`config.mk`:
```
export PLATFORM = sky130hd
export DESIGN_NAME = segmentation_scene_classifier_top_flat
export DESIGN_NICKNAME = d
export VERILOG_FILES = /design/src/sv/scc_pkg.sv /design/src/sv/scc_req_if.sv /design/src/sv/scc_rsp_if.sv /design/src/sv/scc_csr_if.sv /design/src/sv/scc_front.sv /design/src/sv/scc_queue.sv /design/src/sv/scc_back.sv /design/src/sv/segmentation_scene_classifier_top.sv /design/src/flat_wrapper.sv
export SDC_FILE = /design/constraint.sdc
export NUM_CORES = 1
export LEC_CHECK = 0
export ABC_AREA = 1
export BUFFER_PORTS_ARGS = -buffer_cell sky130_fd_sc_hd__buf_2
export CAP_MARGIN = 20
export CORE_AREA = 2 2 215 217
export DETAILED_ROUTE_END_ITERATION = 12
export DIE_AREA = 0 0 217 219
export PLACE_DENSITY = 0.84
export SKIP_LAST_GASP = 1
export SYNTH_ARGS = -nofsm -noshare
export SYNTH_HDL_FRONTEND = slang
export SYNTH_SLANG_ARGS = --single-unit
export TNS_END_PERCENT = 10
```
`constraint.sdc`:
```
create_clock -name clock -period 5.9 [get_ports clock]
set_input_delay 0.885 -clock clock [delete_from_list [all_inputs] [get_ports clock]]
set_output_delay 0.885 -clock clock [all_outputs]
set_load 0.005 [all_outputs]
```
`src/sv/scc_pkg.sv`:
```
// shared types, constants and functions of the scene classifier
`default_nettype none
package scc_pkg;

   localparam int COUNT_BITS = 22;
   localparam int LABEL_BITS = 8;
   localparam int RATIO_BITS = 16;
   localparam int STEP_BITS  = $clog2(COUNT_BITS);
   localparam int FIVE_BITS  = 3;

   localparam logic [RATIO_BITS-1:0] RATIO_RESET = RATIO_BITS'(10);
   localparam logic [FIVE_BITS-1:0]  ROAD_SHARE  = FIVE_BITS'(5);
   localparam logic [STEP_BITS-1:0]  STEP_LAST   = STEP_BITS'(COUNT_BITS - 1);

   typedef logic [COUNT_BITS-1:0] count_type;

   typedef enum logic [1:0] {
      SCENE_CAR     = 2'd0,
      SCENE_PEOPLE  = 2'd1,
      SCENE_ROAD    = 2'd2,
      SCENE_UNKNOWN = 2'd3
   } scene_type;

   typedef enum logic [1:0] {
      CLS_OTHER,
      CLS_ROAD,
      CLS_VEHICLE,
      CLS_PERSON
   } class_type;

   typedef enum logic [1:0] {
      BACK_IDLE,
      BACK_DIVIDE,
      BACK_DECIDE
   } back_state_type;

   typedef struct packed {
      count_type pixel;
      count_type road;
      count_type vehicle;
      count_type person;
   } frame_type;

   function automatic class_type classify(input logic [LABEL_BITS-1:0] label);
      class_type cls;
      case (label) inside
         8'd0:                      cls = CLS_ROAD;
         8'd13, 8'd14, 8'd15, 8'd17: cls = CLS_VEHICLE;
         8'd11, 8'd12, 8'd18:        cls = CLS_PERSON;
         default:                   cls = CLS_OTHER;
      endcase
      return cls;
   endfunction

   function automatic count_type sat_inc(input count_type v);
      return (&v) ? v : v + count_type'(1);
   endfunction

endpackage
`default_nettype wire

```
`src/sv/scc_req_if.sv`:
```
// pixel label channel
`default_nettype none
interface scc_req_if;
   logic                              valid;
   logic                              ready;
   logic [scc_pkg::LABEL_BITS-1:0]    label;
   logic                              last_pixel;

   modport source (output valid, output label, output last_pixel, input ready);
   modport sink   (input valid, input label, input last_pixel, output ready);
endinterface
`default_nettype wire

```
`src/sv/scc_rsp_if.sv`:
```
// scene report channel
`default_nettype none
interface scc_rsp_if;
   logic                  valid;
   logic                  ready;
   logic [1:0]            scene;
   scc_pkg::count_type    road_total;
   scc_pkg::count_type    vehicle_total;
   scc_pkg::count_type    person_total;

   modport source (output valid, output scene, output road_total, output vehicle_total,
                   output person_total, input ready);
   modport sink   (input valid, input scene, input road_total, input vehicle_total,
                   input person_total, output ready);
endinterface
`default_nettype wire

```
`src/sv/scc_csr_if.sv`:
```
// ratio divisor write channel
`default_nettype none
interface scc_csr_if;
   logic                           valid;
   logic                           ready;
   logic [scc_pkg::RATIO_BITS-1:0] data;

   modport source (output valid, output data, input ready);
   modport sink   (input valid, input data, output ready);
endinterface
`default_nettype wire

```
`src/sv/scc_front.sv`:
```
// pixel counting front end, pushes frame totals at frame end
`default_nettype none
module scc_front (
   input  wire logic                           clock,
   input  wire logic                           reset,
   input  wire logic                           req_valid,
   output      logic                           req_ready,
   input  wire logic [scc_pkg::LABEL_BITS-1:0] req_label,
   input  wire logic                           req_last,
   input  wire logic                           queue_full,
   output      logic                           push,
   output      scc_pkg::frame_type             push_data
);

   scc_pkg::count_type pixel_ff, road_ff, vehicle_ff, person_ff;
   scc_pkg::count_type pixel_in, road_in, vehicle_in, person_in;
   scc_pkg::frame_type step;
   scc_pkg::class_type cls;
   logic               accept;

   assign req_ready = !queue_full;
   assign accept    = req_valid && req_ready;
   assign cls       = scc_pkg::classify(req_label);

   always_comb begin
      step.pixel   = scc_pkg::sat_inc(pixel_ff);
      step.road    = (cls == scc_pkg::CLS_ROAD)    ? scc_pkg::sat_inc(road_ff)    : road_ff;
      step.vehicle = (cls == scc_pkg::CLS_VEHICLE) ? scc_pkg::sat_inc(vehicle_ff) : vehicle_ff;
      step.person  = (cls == scc_pkg::CLS_PERSON)  ? scc_pkg::sat_inc(person_ff)  : person_ff;
   end

   always_comb begin
      pixel_in   = pixel_ff;
      road_in    = road_ff;
      vehicle_in = vehicle_ff;
      person_in  = person_ff;
      if (accept) begin
         if (req_last) begin
            pixel_in   = '0;
            road_in    = '0;
            vehicle_in = '0;
            person_in  = '0;
         end else begin
            pixel_in   = step.pixel;
            road_in    = step.road;
            vehicle_in = step.vehicle;
            person_in  = step.person;
         end
      end
   end

   assign push      = accept && req_last;
   assign push_data = step;

   always_ff @(posedge clock) begin
      if (reset) begin
         pixel_ff   <= '0;
         road_ff    <= '0;
         vehicle_ff <= '0;
         person_ff  <= '0;
      end else begin
         pixel_ff   <= pixel_in;
         road_ff    <= road_in;
         vehicle_ff <= vehicle_in;
         person_ff  <= person_in;
      end
   end

endmodule
`default_nettype wire

```
`src/sv/scc_queue.sv`:
```
// two-entry queue of frame totals
`default_nettype none
module scc_queue (
   input  wire logic               clock,
   input  wire logic               reset,
   input  wire logic               push,
   input  wire scc_pkg::frame_type push_data,
   input  wire logic               pop,
   output      logic               full,
   output      logic               empty,
   output      scc_pkg::frame_type pop_data
);

   scc_pkg::frame_type entry_ff [2];
   logic       wr_ptr_ff, wr_ptr_in;
   logic       rd_ptr_ff, rd_ptr_in;
   logic [1:0] fill_ff, fill_in;

   assign full     = (fill_ff == 2'd2);
   assign empty    = (fill_ff == 2'd0);
   assign pop_data = entry_ff[rd_ptr_ff];

   always_comb begin
      wr_ptr_in = push ? !wr_ptr_ff : wr_ptr_ff;
      rd_ptr_in = pop  ? !rd_ptr_ff : rd_ptr_ff;
      fill_in   = fill_ff + 2'(push) - 2'(pop);
   end

   always_ff @(posedge clock) begin
      if (push) begin
         entry_ff[wr_ptr_ff] <= push_data;
      end
   end

   always_ff @(posedge clock) begin
      if (reset) begin
         wr_ptr_ff <= 1'b0;
         rd_ptr_ff <= 1'b0;
         fill_ff   <= 2'd0;
      end else begin
         wr_ptr_ff <= wr_ptr_in;
         rd_ptr_ff <= rd_ptr_in;
         fill_ff   <= fill_in;
      end
   end

endmodule
`default_nettype wire

```
`src/sv/scc_back.sv`:
```
// scene decision back end with a bit-serial divider and result register
`default_nettype none
module scc_back (
   input  wire logic                           clock,
   input  wire logic                           reset,
   input  wire logic                           queue_empty,
   input  wire scc_pkg::frame_type             frame,
   output      logic                           pop,
   input  wire logic [scc_pkg::RATIO_BITS-1:0] ratio_divisor,
   output      logic                           rsp_valid,
   input  wire logic                           rsp_ready,
   output      logic [1:0]                     rsp_scene,
   output      scc_pkg::count_type             rsp_road_total,
   output      scc_pkg::count_type             rsp_vehicle_total,
   output      scc_pkg::count_type             rsp_person_total
);

   scc_pkg::back_state_type state_ff, state_in;
   scc_pkg::frame_type      frame_ff;
   logic [scc_pkg::RATIO_BITS-1:0] divisor_ff;
   logic [scc_pkg::RATIO_BITS-1:0] rem_d_ff, rem_d_in;
   scc_pkg::count_type             dvd_ff, quo_d_ff, quo_d_in;
   logic [scc_pkg::STEP_BITS-1:0]  step_ff;
   logic [scc_pkg::RATIO_BITS:0]   trial_d;
   logic                           fit_d;
   logic                           load, dividing, emit;
   logic [scc_pkg::COUNT_BITS+1:0] vehicle_x2, person_x3;
   logic [scc_pkg::COUNT_BITS+2:0] road_x5;
   scc_pkg::scene_type             scene;
   logic                           rsp_valid_ff, rsp_valid_in;
   logic [1:0]                     scene_ff;
   scc_pkg::count_type             road_ff, vehicle_ff, person_ff;

   // restoring division of the pixel total by the ratio
   always_comb begin
      trial_d  = {rem_d_ff, dvd_ff[scc_pkg::COUNT_BITS-1]};
      fit_d    = trial_d >= {1'b0, divisor_ff};
      rem_d_in = fit_d ? scc_pkg::RATIO_BITS'(trial_d - {1'b0, divisor_ff})
                       : trial_d[scc_pkg::RATIO_BITS-1:0];
      quo_d_in = {quo_d_ff[scc_pkg::COUNT_BITS-2:0], fit_d};
   end

   // road above a fifth of the total is five times road above the total
   always_comb begin
      vehicle_x2 = {1'b0, frame_ff.vehicle, 1'b0};
      person_x3  = {2'b00, frame_ff.person} + {1'b0, frame_ff.person, 1'b0};
      road_x5    = (scc_pkg::COUNT_BITS + 3)'(frame_ff.road)
                 * (scc_pkg::COUNT_BITS + 3)'(scc_pkg::ROAD_SHARE);
      if (frame_ff.vehicle < quo_d_ff && frame_ff.person < quo_d_ff) begin
         scene = (road_x5 > {3'b000, frame_ff.pixel}) ? scc_pkg::SCENE_ROAD
                                                      : scc_pkg::SCENE_UNKNOWN;
      end else begin
         scene = (vehicle_x2 > person_x3) ? scc_pkg::SCENE_CAR : scc_pkg::SCENE_PEOPLE;
      end
   end

   // next state
   always_comb begin
      state_in = state_ff;
      case (state_ff)
         scc_pkg::BACK_IDLE: begin
            if (!queue_empty) state_in = scc_pkg::BACK_DIVIDE;
         end
         scc_pkg::BACK_DIVIDE: begin
            if (step_ff == scc_pkg::STEP_LAST) state_in = scc_pkg::BACK_DECIDE;
         end
         scc_pkg::BACK_DECIDE: begin
            if (!rsp_valid_ff || rsp_ready) state_in = scc_pkg::BACK_IDLE;
         end
         default: state_in = scc_pkg::BACK_IDLE;
      endcase
   end

   // state outputs
   always_comb begin
      load     = 1'b0;
      dividing = 1'b0;
      emit     = 1'b0;
      case (state_ff)
         scc_pkg::BACK_IDLE:   load     = !queue_empty;
         scc_pkg::BACK_DIVIDE: dividing = 1'b1;
         scc_pkg::BACK_DECIDE: emit     = !rsp_valid_ff || rsp_ready;
         default: ;
      endcase
   end

   assign pop          = load;
   assign rsp_valid_in = emit || (rsp_valid_ff && !rsp_ready);

   always_ff @(posedge clock) begin
      if (load) begin
         frame_ff   <= frame;
         dvd_ff     <= frame.pixel;
         divisor_ff <= (ratio_divisor == '0) ? scc_pkg::RATIO_BITS'(1) : ratio_divisor;
         rem_d_ff   <= '0;
         quo_d_ff   <= '0;
         step_ff    <= '0;
      end else if (dividing) begin
         dvd_ff   <= {dvd_ff[scc_pkg::COUNT_BITS-2:0], 1'b0};
         rem_d_ff <= rem_d_in;
         quo_d_ff <= quo_d_in;
         step_ff  <= step_ff + scc_pkg::STEP_BITS'(1);
      end
      if (emit) begin
         scene_ff   <= scene;
         road_ff    <= frame_ff.road;
         vehicle_ff <= frame_ff.vehicle;
         person_ff  <= frame_ff.person;
      end
   end

   always_ff @(posedge clock) begin
      if (reset) begin
         state_ff     <= scc_pkg::BACK_IDLE;
         rsp_valid_ff <= 1'b0;
      end else begin
         state_ff     <= state_in;
         rsp_valid_ff <= rsp_valid_in;
      end
   end

   assign rsp_valid         = rsp_valid_ff;
   assign rsp_scene         = scene_ff;
   assign rsp_road_total    = road_ff;
   assign rsp_vehicle_total = vehicle_ff;
   assign rsp_person_total  = person_ff;

endmodule
`default_nettype wire

```
`src/sv/segmentation_scene_classifier_top.sv`:
```
// top level of the segmentation scene classifier
//
// req_if carries one pixel label per beat with a last_pixel mark on the final
// pixel of a frame. Labels are taken at one beat per cycle while the queue
// is not full; the front end keeps saturating counts of all, road, vehicle
// and person pixels. At a last pixel the frame totals go into a two-entry
// queue and the counts clear. The back end pops a frame, divides the pixel
// total by the ratio divisor with a bit-serial divider (one bit a cycle),
// compares five times the road count with the pixel total, decides the scene
// and loads the result register on rsp_if.
// The back end takes no new frame until the last one is decided and loaded,
// so short frames back up the queue and req_if.ready drops while it is full.
// A stalled rsp_if holds its result; the back end then waits with the next
// frame decided and the front end keeps counting until the queue fills.
// csr_if writes ratio_divisor (zero acts as one) and is always ready.
// Reset (synchronous) clears counts, queue and result valid and sets the
// ratio divisor to 10.
`default_nettype none
module segmentation_scene_classifier_top (
   input wire logic clock,
   input wire logic reset,
   scc_req_if.sink   req_if,
   scc_rsp_if.source rsp_if,
   scc_csr_if.sink   csr_if
);

   logic [scc_pkg::RATIO_BITS-1:0] ratio_ff, ratio_in;
   logic               push, pop, full, empty;
   scc_pkg::frame_type push_data, pop_data;

   assign csr_if.ready = 1'b1;
   assign ratio_in     = (csr_if.valid && csr_if.ready) ? csr_if.data : ratio_ff;

   always_ff @(posedge clock) begin
      if (reset) begin
         ratio_ff <= scc_pkg::RATIO_RESET;
      end else begin
         ratio_ff <= ratio_in;
      end
   end

   scc_front u_front (
      .clock      (clock),
      .reset      (reset),
      .req_valid  (req_if.valid),
      .req_ready  (req_if.ready),
      .req_label  (req_if.label),
      .req_last   (req_if.last_pixel),
      .queue_full (full),
      .push       (push),
      .push_data  (push_data)
   );

   scc_queue u_queue (
      .clock     (clock),
      .reset     (reset),
      .push      (push),
      .push_data (push_data),
      .pop       (pop),
      .full      (full),
      .empty     (empty),
      .pop_data  (pop_data)
   );

   scc_back u_back (
      .clock             (clock),
      .reset             (reset),
      .queue_empty       (empty),
      .frame             (pop_data),
      .pop               (pop),
      .ratio_divisor     (ratio_ff),
      .rsp_valid         (rsp_if.valid),
      .rsp_ready         (rsp_if.ready),
      .rsp_scene         (rsp_if.scene),
      .rsp_road_total    (rsp_if.road_total),
      .rsp_vehicle_total (rsp_if.vehicle_total),
      .rsp_person_total  (rsp_if.person_total)
   );

endmodule
`default_nettype wire

```
`src/flat_wrapper.sv`:
```
// flat-port wrapper written by rule: the top's interface ports become plain ports
module segmentation_scene_classifier_top_flat 
  (clock, reset, req_if_valid, req_if_label, req_if_last_pixel, req_if_ready, rsp_if_valid, rsp_if_scene, rsp_if_road_total, rsp_if_vehicle_total, rsp_if_person_total, rsp_if_ready, csr_if_valid, csr_if_data, csr_if_ready);
  scc_req_if req_if_i ();
  scc_rsp_if rsp_if_i ();
  scc_csr_if csr_if_i ();
  input wire logic clock;
  input wire logic reset;
  input wire logic [$bits(req_if_i.valid)-1:0] req_if_valid;
  input wire logic [$bits(req_if_i.label)-1:0] req_if_label;
  input wire logic [$bits(req_if_i.last_pixel)-1:0] req_if_last_pixel;
  output wire logic [$bits(req_if_i.ready)-1:0] req_if_ready;
  output wire logic [$bits(rsp_if_i.valid)-1:0] rsp_if_valid;
  output wire logic [$bits(rsp_if_i.scene)-1:0] rsp_if_scene;
  output wire logic [$bits(rsp_if_i.road_total)-1:0] rsp_if_road_total;
  output wire logic [$bits(rsp_if_i.vehicle_total)-1:0] rsp_if_vehicle_total;
  output wire logic [$bits(rsp_if_i.person_total)-1:0] rsp_if_person_total;
  input wire logic [$bits(rsp_if_i.ready)-1:0] rsp_if_ready;
  input wire logic [$bits(csr_if_i.valid)-1:0] csr_if_valid;
  input wire logic [$bits(csr_if_i.data)-1:0] csr_if_data;
  output wire logic [$bits(csr_if_i.ready)-1:0] csr_if_ready;
  assign req_if_i.valid = req_if_valid;
  assign req_if_i.label = req_if_label;
  assign req_if_i.last_pixel = req_if_last_pixel;
  assign req_if_ready = req_if_i.ready;
  assign rsp_if_valid = rsp_if_i.valid;
  assign rsp_if_scene = rsp_if_i.scene;
  assign rsp_if_road_total = rsp_if_i.road_total;
  assign rsp_if_vehicle_total = rsp_if_i.vehicle_total;
  assign rsp_if_person_total = rsp_if_i.person_total;
  assign rsp_if_i.ready = rsp_if_ready;
  assign csr_if_i.valid = csr_if_valid;
  assign csr_if_i.data = csr_if_data;
  assign csr_if_ready = csr_if_i.ready;
  segmentation_scene_classifier_top u_core (.clock(clock), .reset(reset), .req_if(req_if_i), .rsp_if(rsp_if_i), .csr_if(csr_if_i));
endmodule
```
==> flow_metrics.env, run 1 <==
export IMPL_grt_pass1_vias=19100
export IMPL_critPathRequiredTime_ps=6260
export IMPL_vias_per_cell=5.69
export IMPL_grt_setup_unrepaired="false"
export IMPL_max_vdd_ir_drop_uv=387
export IMPL_grt_max_degree=93
export IMPL_drt_wirelength_per_cell_um=18.0
export IMPL_min_from="u_core.ratio_ff[5]"
export IMPL_synth_cell_types=55
export IMPL_ys_async_sr_fraction=0
export IMPL_ys_seq_area_frac=0.537
export IMPL_die_h_um=219
export IMPL_path_class="register to register"
export IMPL_fin_crit_ps=3850
export IMPL_yosys_warnings=0
export IMPL_drcViolationCount=0
export IMPL_dr_pass1_iters=5
export IMPL_track_usage=0.260
export IMPL_multiInputGateArea_um2=10900
export IMPL_cts_resized=0
export IMPL_status="complete, no violations"
export IMPL_finalWirelength_um=61200
export IMPL_arrival_ps=4210
export IMPL_fin_worst_skew_ps=29.7
export IMPL_synth_nets=2886
export IMPL_drt_iter0_drc=1458
export IMPL_synth_edff_count=370
export IMPL_design_core_area_um2=45100
export IMPL_diodes=0
export IMPL_port_buffers=99
export IMPL_slew_headroom=0.226
export IMPL_cts_sinks=525
export IMPL_cts_made_buffers=54
export IMPL_hold_buffers=0
export IMPL_mostFrequentLayoutCell="nand2_1"
export IMPL_fillers=3429
export IMPL_leakagePower_nw=11.5
export IMPL_critPathLaunch="u_core.u_back.frame_ff[45]"
export IMPL_cp_common_cell="nor2_1"
export IMPL_h_tree_depth=2
export IMPL_finalHoldViolCount=0
export IMPL_setup_violations=0
export IMPL_grt_pass1_wl_um=98500
export IMPL_cp_cell_sequence="ha_1 -> ha_1 -> fa_1 -> nand3_1 -> nand2_1 -> a21oi_1 -> o21ai_0 -> a21boi_0 -> nor2_1 -> nor2_1 -> xnor2_1 -> ha_1 -> nor2_1 -> a21oi_1 -> o31ai_1 -> nor2_1 -> nand2_1 -> nor2_1 -> nand2_1 -> nand2_1"
export IMPL_drtAntennaViolNets=0
export IMPL_area_growth_pct=10.9
export IMPL_maxSlewViolCount=0
export IMPL_clockBufferDepth=3
export IMPL_grt_antenna_before_repair=0
export IMPL_dieWidth_um=217
export IMPL_rows=78
export IMPL_dp_hpwl_um=42100
export IMPL_insertion_delay_ps=630
export IMPL_postCtsSetupBuffers=0
export IMPL_timing_fmax_mhz=260
export IMPL_end_kind="register"
export IMPL_layout_common_cells="nand2_1 (569), edfxtp_1 (370), inv_1 (219)"
export IMPL_tns_ps=0
export IMPL_cts_root_buf="clkbuf_16"
export IMPL_min_path_type="register to register"
export IMPL_drive_above_1_share=0.136
export IMPL_dieArea_um2=47500
export IMPL_overflow=0
export IMPL_critPathMaxStageDelay_ps=420
export IMPL_postLayoutCoreUtil=0.651
export IMPL_layout_nets=2967
export IMPL_yosys_register_bits=525
export IMPL_ff_latch_area_um2=14200
export IMPL_pin_count=101
export IMPL_power_density_nw_per_um2=518
export IMPL_vias=19400
export IMPL_ys_flop_type="edfxtp_1"
export IMPL_syn_area_um2=26500
export IMPL_maxCapViolations=0
export IMPL_startpoint_type="register"
export IMPL_syn_inst=2681
export IMPL_rr_startpoint="u_core.u_back.frame_ff[45]"
export IMPL_gp_congestion=0.892
export IMPL_synth_area_per_cell_um2=9.88
export IMPL_path_clk_slew_ps=60
export IMPL_crit_fanout=5
export IMPL_cts_tree="yes"
export IMPL_initial_utilization=0.587
export IMPL_fin_crit_sh=0.652
export IMPL_slowest_stage="edfxtp_1"
export IMPL_tightest_slew_ps=1160
==> where the power goes <==
| group | switching, mW | internal, mW |
|---|---|---|
| sequential | 0.535 | 4.90 |
| clock | 1.46 | 2.06 |
| combinational | 3.90 | 2.35 |
| total | 5.89 | 9.31 |
==> layer usage <==
layer / vias up / global-route usage / part of all wire
li1: 9369 / - / -
met1: 9330 / 0.335 / 0.43
met2: 589 / 0.447 / 0.49
met3: 111 / 0.0437 / 0.057
met4: 0 / 0.0856 / 0.028
met5: - / 0 / 0
==> worst paths after layout <==
path / cells past startpoint / end / slack (ps)
setup / recovery: 20 / u_core.u_back.rsp_scene[0] / 2050
hold reg to reg: 0 / u_core.u_back.divisor_ff[5] / 460
setup reg to reg: 20 / u_core.u_back.rsp_scene[0] / 2050
hold / removal: 0 / u_core.u_back.divisor_ff[5] / 460
==> sequential cells by signal (all words and copies together), names as in the netlist, 2 cells and up, named ones only <==
| name | count |
|---|---|
| u_core.u_queue.fill_ff | 2 |
| u_core.u_front.vehicle_ff | 22 |
| u_core.u_back.rsp_person_total | 22 |
| u_core.u_back.step_ff | 5 |
| u_core.u_front.person_ff | 22 |
| u_core.ratio_ff | 16 |
| u_core.u_front.pixel_ff | 22 |
| u_core.u_front.road_ff | 22 |
| u_core.u_back.rsp_vehicle_total | 22 |
| u_core.u_back.state_ff | 2 |
| u_core.u_queue.entry_ff | 176 |
| u_core.u_back.quo_d_ff | 22 |
| u_core.u_back.rsp_scene | 2 |
| u_core.u_back.dvd_ff | 22 |
| u_core.u_back.rem_d_ff | 16 |
| u_core.u_back.divisor_ff | 16 |
| u_core.u_back.rsp_road_total | 22 |
| u_core.u_back.frame_ff | 88 |
==> cells in the mapped netlist (4+ instances only) <==
master    count  area, µm²
a21boi_0      4       30.0
a21o_1        5       37.5
a21oi_1     195        976
a21oi_2       7       61.3
a31oi_1       5       31.3
a31oi_4       4       85.1
buf_2        20        100
buf_6         4       45.0
clkbuf_1     61        229
dfxtp_1     155       3100
edfxtp_1    370      11100
ha_1        172       2150
inv_1       220        826
inv_2        40        150
mux2_2       87        980
nand2_1     570       2140
nand2_2       9       56.3
nand3_1     136        681
nand3b_1      6       45.0
nand4_1      41        257
nor2_1      183        687
nor2_2        7       43.8
nor3_1       27        135
nor3b_1       4       30.0
nor4_1       12       75.1
o211ai_1      7       52.6
o21a_1        6       45.0
o21ai_0      94        470
o21ai_1      36        180
o21bai_1      8       60.1
o22ai_1      23        144
xnor2_1      42        368
xor2_1       82        718
==> cell families after synthesis <==
group	Yosys count	share of synthesized area
simple gates	1016	0.164
flops	525	0.537
compound gates	402	0.0848
buf+inv	351	0.0522
fa+ha+maj	175	0.0835
xor+xnor	124	0.0410
mux	87	0.0370
other cells	1	0.000142
==> critical path, delay by kind of cell, from the launching register on <==
family                   cells  cell delay [ps]
adder cells (fa/ha/maj)      4             1240
AND/OR/NAND/NOR             10              950
AO/OA/AOI/OAI                5              860
flip-flops                   1              420
XOR/XNOR                     1              130
==> layout make-up <==
cell class | instances | area share
Clock buffer | 68 | 0.0492
Inverter | 260 | 0.0333
Tap cell | 600 | 0.0256
Multi-Input combinational cell | 1805 | 0.372
Timing Repair Buffer | 116 | 0.0217
Sequential cell | 525 | 0.484
Clock inverter | 34 | 0.0139
==> metrics by stage <==
| step | total power [mW] | cells | setup WS, ps | hold slack, ps | cell area (µm²) |
|---|---|---|---|---|---|
| finish | 15.2 | 3408 | 2050 | 461 | 29400 |
| CTS | 15.2 | 3407 | 2030 | 456 | 29300 |
| floorplan | 9.87 | 2681 | 649 | 426 | 26500 |
| global route | 16.3 | 3408 | 1730 | 474 | 29400 |
| detailed placement | 11.6 | 3305 | 2060 | 440 | 27500 |
| global placement | 11.4 | 3305 | 2190 | 429 | 27500 |
Note: power is estimated with default switching activity, not from simulation.
==> run 2: changes to the inputs <==
--- a/config.mk
+++ b/config.mk
@@ -5,12 +5,12 @@
 export SDC_FILE = /design/constraint.sdc
 export NUM_CORES = 1
 export LEC_CHECK = 0
-export ABC_AREA = 1
+export ABC_AREA = 0
 export BUFFER_PORTS_ARGS = -buffer_cell sky130_fd_sc_hd__buf_2
 export CAP_MARGIN = 20
-export CORE_AREA = 2 2 215 217
+export CORE_AREA = 2 2 216 218
 export DETAILED_ROUTE_END_ITERATION = 12
-export DIE_AREA = 0 0 217 219
+export DIE_AREA = 0 0 218 220
 export PLACE_DENSITY = 0.84
 export SKIP_LAST_GASP = 1
 export SYNTH_ARGS = -nofsm -noshare
==> constraint.sdc (replaced) <==
create_clock -name clock -period 3.33 [get_ports clock]
set_input_delay 0.4995 -clock clock [delete_from_list [all_inputs] [get_ports clock]]
set_output_delay 0.4995 -clock clock [all_outputs]
set_load 0.005 [all_outputs]
==> run 2 against run 1 <==
The run now ends with negative setup slack left. Via count is 8.5% lower. Non-clock buffer count is 120 higher. Global-route usage is 2.1 points lower. Fmax is 3.8% lower. Worst setup slack worse by 2700 ps. Sequential share of layout area hardly changed. Register-to-register slack worse by 2700 ps. Clock skew is 5.2 ps higher. Critical path depth is 2 lower. Cell count is 12% lower. Largest cell class unchanged. Highest routed layer is now met5.
==> flow_metrics.env, run 2 <==
export IMPL_status="finished, violations left"
export IMPL_violations="negative setup slack"
export IMPL_post_place_ws_ps=-893
export IMPL_area_growth_pct=15.6
export IMPL_dr_wl_met2_um=27800
export IMPL_die_h_um=220
export IMPL_design_core_area_um2=45900
export IMPL_pin_count=101
export IMPL_end_kind="register"
export IMPL_routed_top_layer="met5"
export IMPL_synth_cell_types=86
export IMPL_ys_flop_type="edfxtp_1"
export IMPL_vias=17800
export IMPL_port_buffers=99
export IMPL_stdcell_count=3003
export IMPL_mostFrequentLayoutCell="edfxtp_1"
export IMPL_setup_violations=1
export IMPL_yosysTopAreaCellShare=0.437
export IMPL_min_path_type="input pin to register"
export IMPL_track_usage=0.238
export IMPL_fillers=3213
export IMPL_syn_area_um2=25400
export IMPL_vias_per_cell=5.91
export IMPL_yosysMostFrequentCell="edfxtp_1"
export IMPL_diodes=0
export IMPL_path_class="register to register"
export IMPL_r2r_slack_ps=-670
export IMPL_tightest_slew_ps=1130
export IMPL_ys_seq_area_frac=0.559
export IMPL_timing_fmax_mhz=250
export IMPL_synth_nets=2359
export IMPL_initial_utilization=0.554
export IMPL_gp_congestion=0.917
export IMPL_drt_iter0_drc=1409
export IMPL_dieWidth_um=218
export IMPL_dp_hpwl_um=37700
export IMPL_dpl_cell_count=2897
export IMPL_insertion_delay_ps=620
export IMPL_yosys_top_cells_count="edfxtp_1 (370), ha_1 (172), dfxtp_1 (155)"
export IMPL_cts_sinks=525
export IMPL_synth_edff_count=370
export IMPL_cts_made_buffers=51
export IMPL_grt_pass1_wl_um=90700
export IMPL_largest_register_ffs=176
export IMPL_crit_fanout=4
export IMPL_grt_antenna_before_repair=2
export IMPL_ys_async_sr_fraction=0
export IMPL_critPathRequiredTime_ps=3750
export IMPL_power_density_nw_per_um2=935
export IMPL_maxCapViolations=0
export IMPL_hold_buffers=0
export IMPL_drive_above_1_share=0.210
export IMPL_slew_headroom=0.249
export IMPL_yosys_warnings=0
export IMPL_arrival_ps=4420
export IMPL_fin_crit_ps=4000
export IMPL_cts_root_buf="clkbuf_16"
export IMPL_top_regs="u_core.u_queue.entry_ff x176, u_core.u_back.frame_ff x88"
export IMPL_h_tree_depth=2
export IMPL_drt_wirelength_per_cell_um=19.1
export IMPL_maxSlewViolCount=0
export IMPL_drcViolationCount=0
export IMPL_yosys_register_bits=525
export IMPL_fin_worst_skew_ps=34.9
export IMPL_grt_pass1_vias=17700
export IMPL_synth_area_per_cell_um2=11.8
export IMPL_largest_register="u_core.u_queue.entry_ff"
export IMPL_cts_tree="yes"
export IMPL_grt_max_degree=165
export IMPL_grt_setup_unrepaired="true"
export IMPL_total_power_mw=27.4
export IMPL_finalHoldViolCount=0
export IMPL_path_clk_slew_ps=60
export IMPL_layout_nets=2558
export IMPL_drtAntennaViolNets=0
export IMPL_dieArea_um2=48000
export IMPL_startpoint_type="register"
export IMPL_leakagePower_nw=11.3
export IMPL_clockBufferDepth=3
export IMPL_layout_common_cells="edfxtp_1 (370), ha_1 (163), dfxtp_1 (154)"
export IMPL_finalWirelength_um=57300
export IMPL_fin_crit_sh=1.20
export IMPL_overflow=0
export IMPL_syn_inst=2154
export IMPL_synth_top_area_cell="edfxtp_1"
export IMPL_rows=79
export IMPL_max_vdd_ir_drop_uv=541
export IMPL_wl_met3_um=3930
export IMPL_dr_pass1_iters=5
export IMPL_synth_area_leaders="edfxtp_1 (44%), dfxtp_1 (12%), ha_1 (8.5%)"
export IMPL_wl_met1_um=23300
export IMPL_fin_ws_ps=-668
-- run 2: cell families after synthesis --
kind of cell               count (synthesis)  synth area share
AOI/OAI and AO/OA                        446             0.111
other                                      1          0.000148
DFF                                      525             0.559
and+or+nand+nor                          567             0.112
muxes                                    136            0.0592
adders and majority gates                175            0.0871
buffers and inverters                    174            0.0269
xor gates and xnor gates                 130            0.0448
-- run 2: metal layers --
layer  vias up  GRT usage
met5         -          0
met4         4     0.0986
met3       159     0.0461
met2       631      0.405
met1      8571      0.299
li1       8387          -
-- run 2: repair_timing --
item,in CTS,in global routing
pin swaps,31,6
resized for setup,34,6
setup endpoints to repair,1,1
setup buffers,10,1
-- run 2: worst max-delay path, stage by stage (launching register included) --
cell and delay [ps]:
edfxtp_1 430, buf_4 180, ha_1 330, ha_4 300
nand3_1 110, a2bb2oi_2 190, a21oi_2 190, buf_4 150
a21o_1 110, nand2_1 60, a21oi_2 120, ha_1 250
and2_1 170, a221o_1 330, a221oi_2 270, o31ai_2 100
a21oi_1 150, a31oi_1 80, o41ai_2 280
-- run 2: power by group --
part | internal [mW] | switching (mW)
clock | 3.41 | 2.53
combinational | 5.80 | 6.45
sequential | 8.45 | 0.797
-- run 2: cell type report --
cell class,instances,area [µm²],share of cell area
flip-flops and latches,525,14200,0.484
inverters,84,315,0.0107
repair buffers,236,1570,0.0536
clock inverters,37,368,0.0125
multi-input cells,1455,10800,0.367
clock buffers,59,1360,0.0463
well taps,607,759,0.0259
-- run 2: final timing paths --
check / depth (start not counted) / from / endpoint
max: 18 / u_core.u_back.frame_ff[48] / u_core.u_back.rsp_scene[0]
max reg2reg: 18 / u_core.u_back.frame_ff[48] / u_core.u_back.rsp_scene[0]
min: 3 / csr_if_data[1] / u_core.ratio_ff[1]
min reg2reg: 0 / u_core.ratio_ff[5] / u_core.u_back.divisor_ff[5]
-- run 2: through the flow --
| step | hold WS [ps] | utilization | setup TNS, ps | cell area, µm² |
|---|---|---|---|---|
| 6_report | 130 | 0.640 | -668 | 29400 |
| 5_1_grt | 131 | 0.640 | -941 | 29400 |
| 4_1_cts | 90.5 | 0.640 | -603 | 29300 |
| 3_5_place_dp | 443 | 0.596 | -893 | 27300 |
| 3_3_place_gp | 443 | 0.596 | -835 | 27300 |
| 2_1_floorplan | 440 | - | -44330 | 25400 |
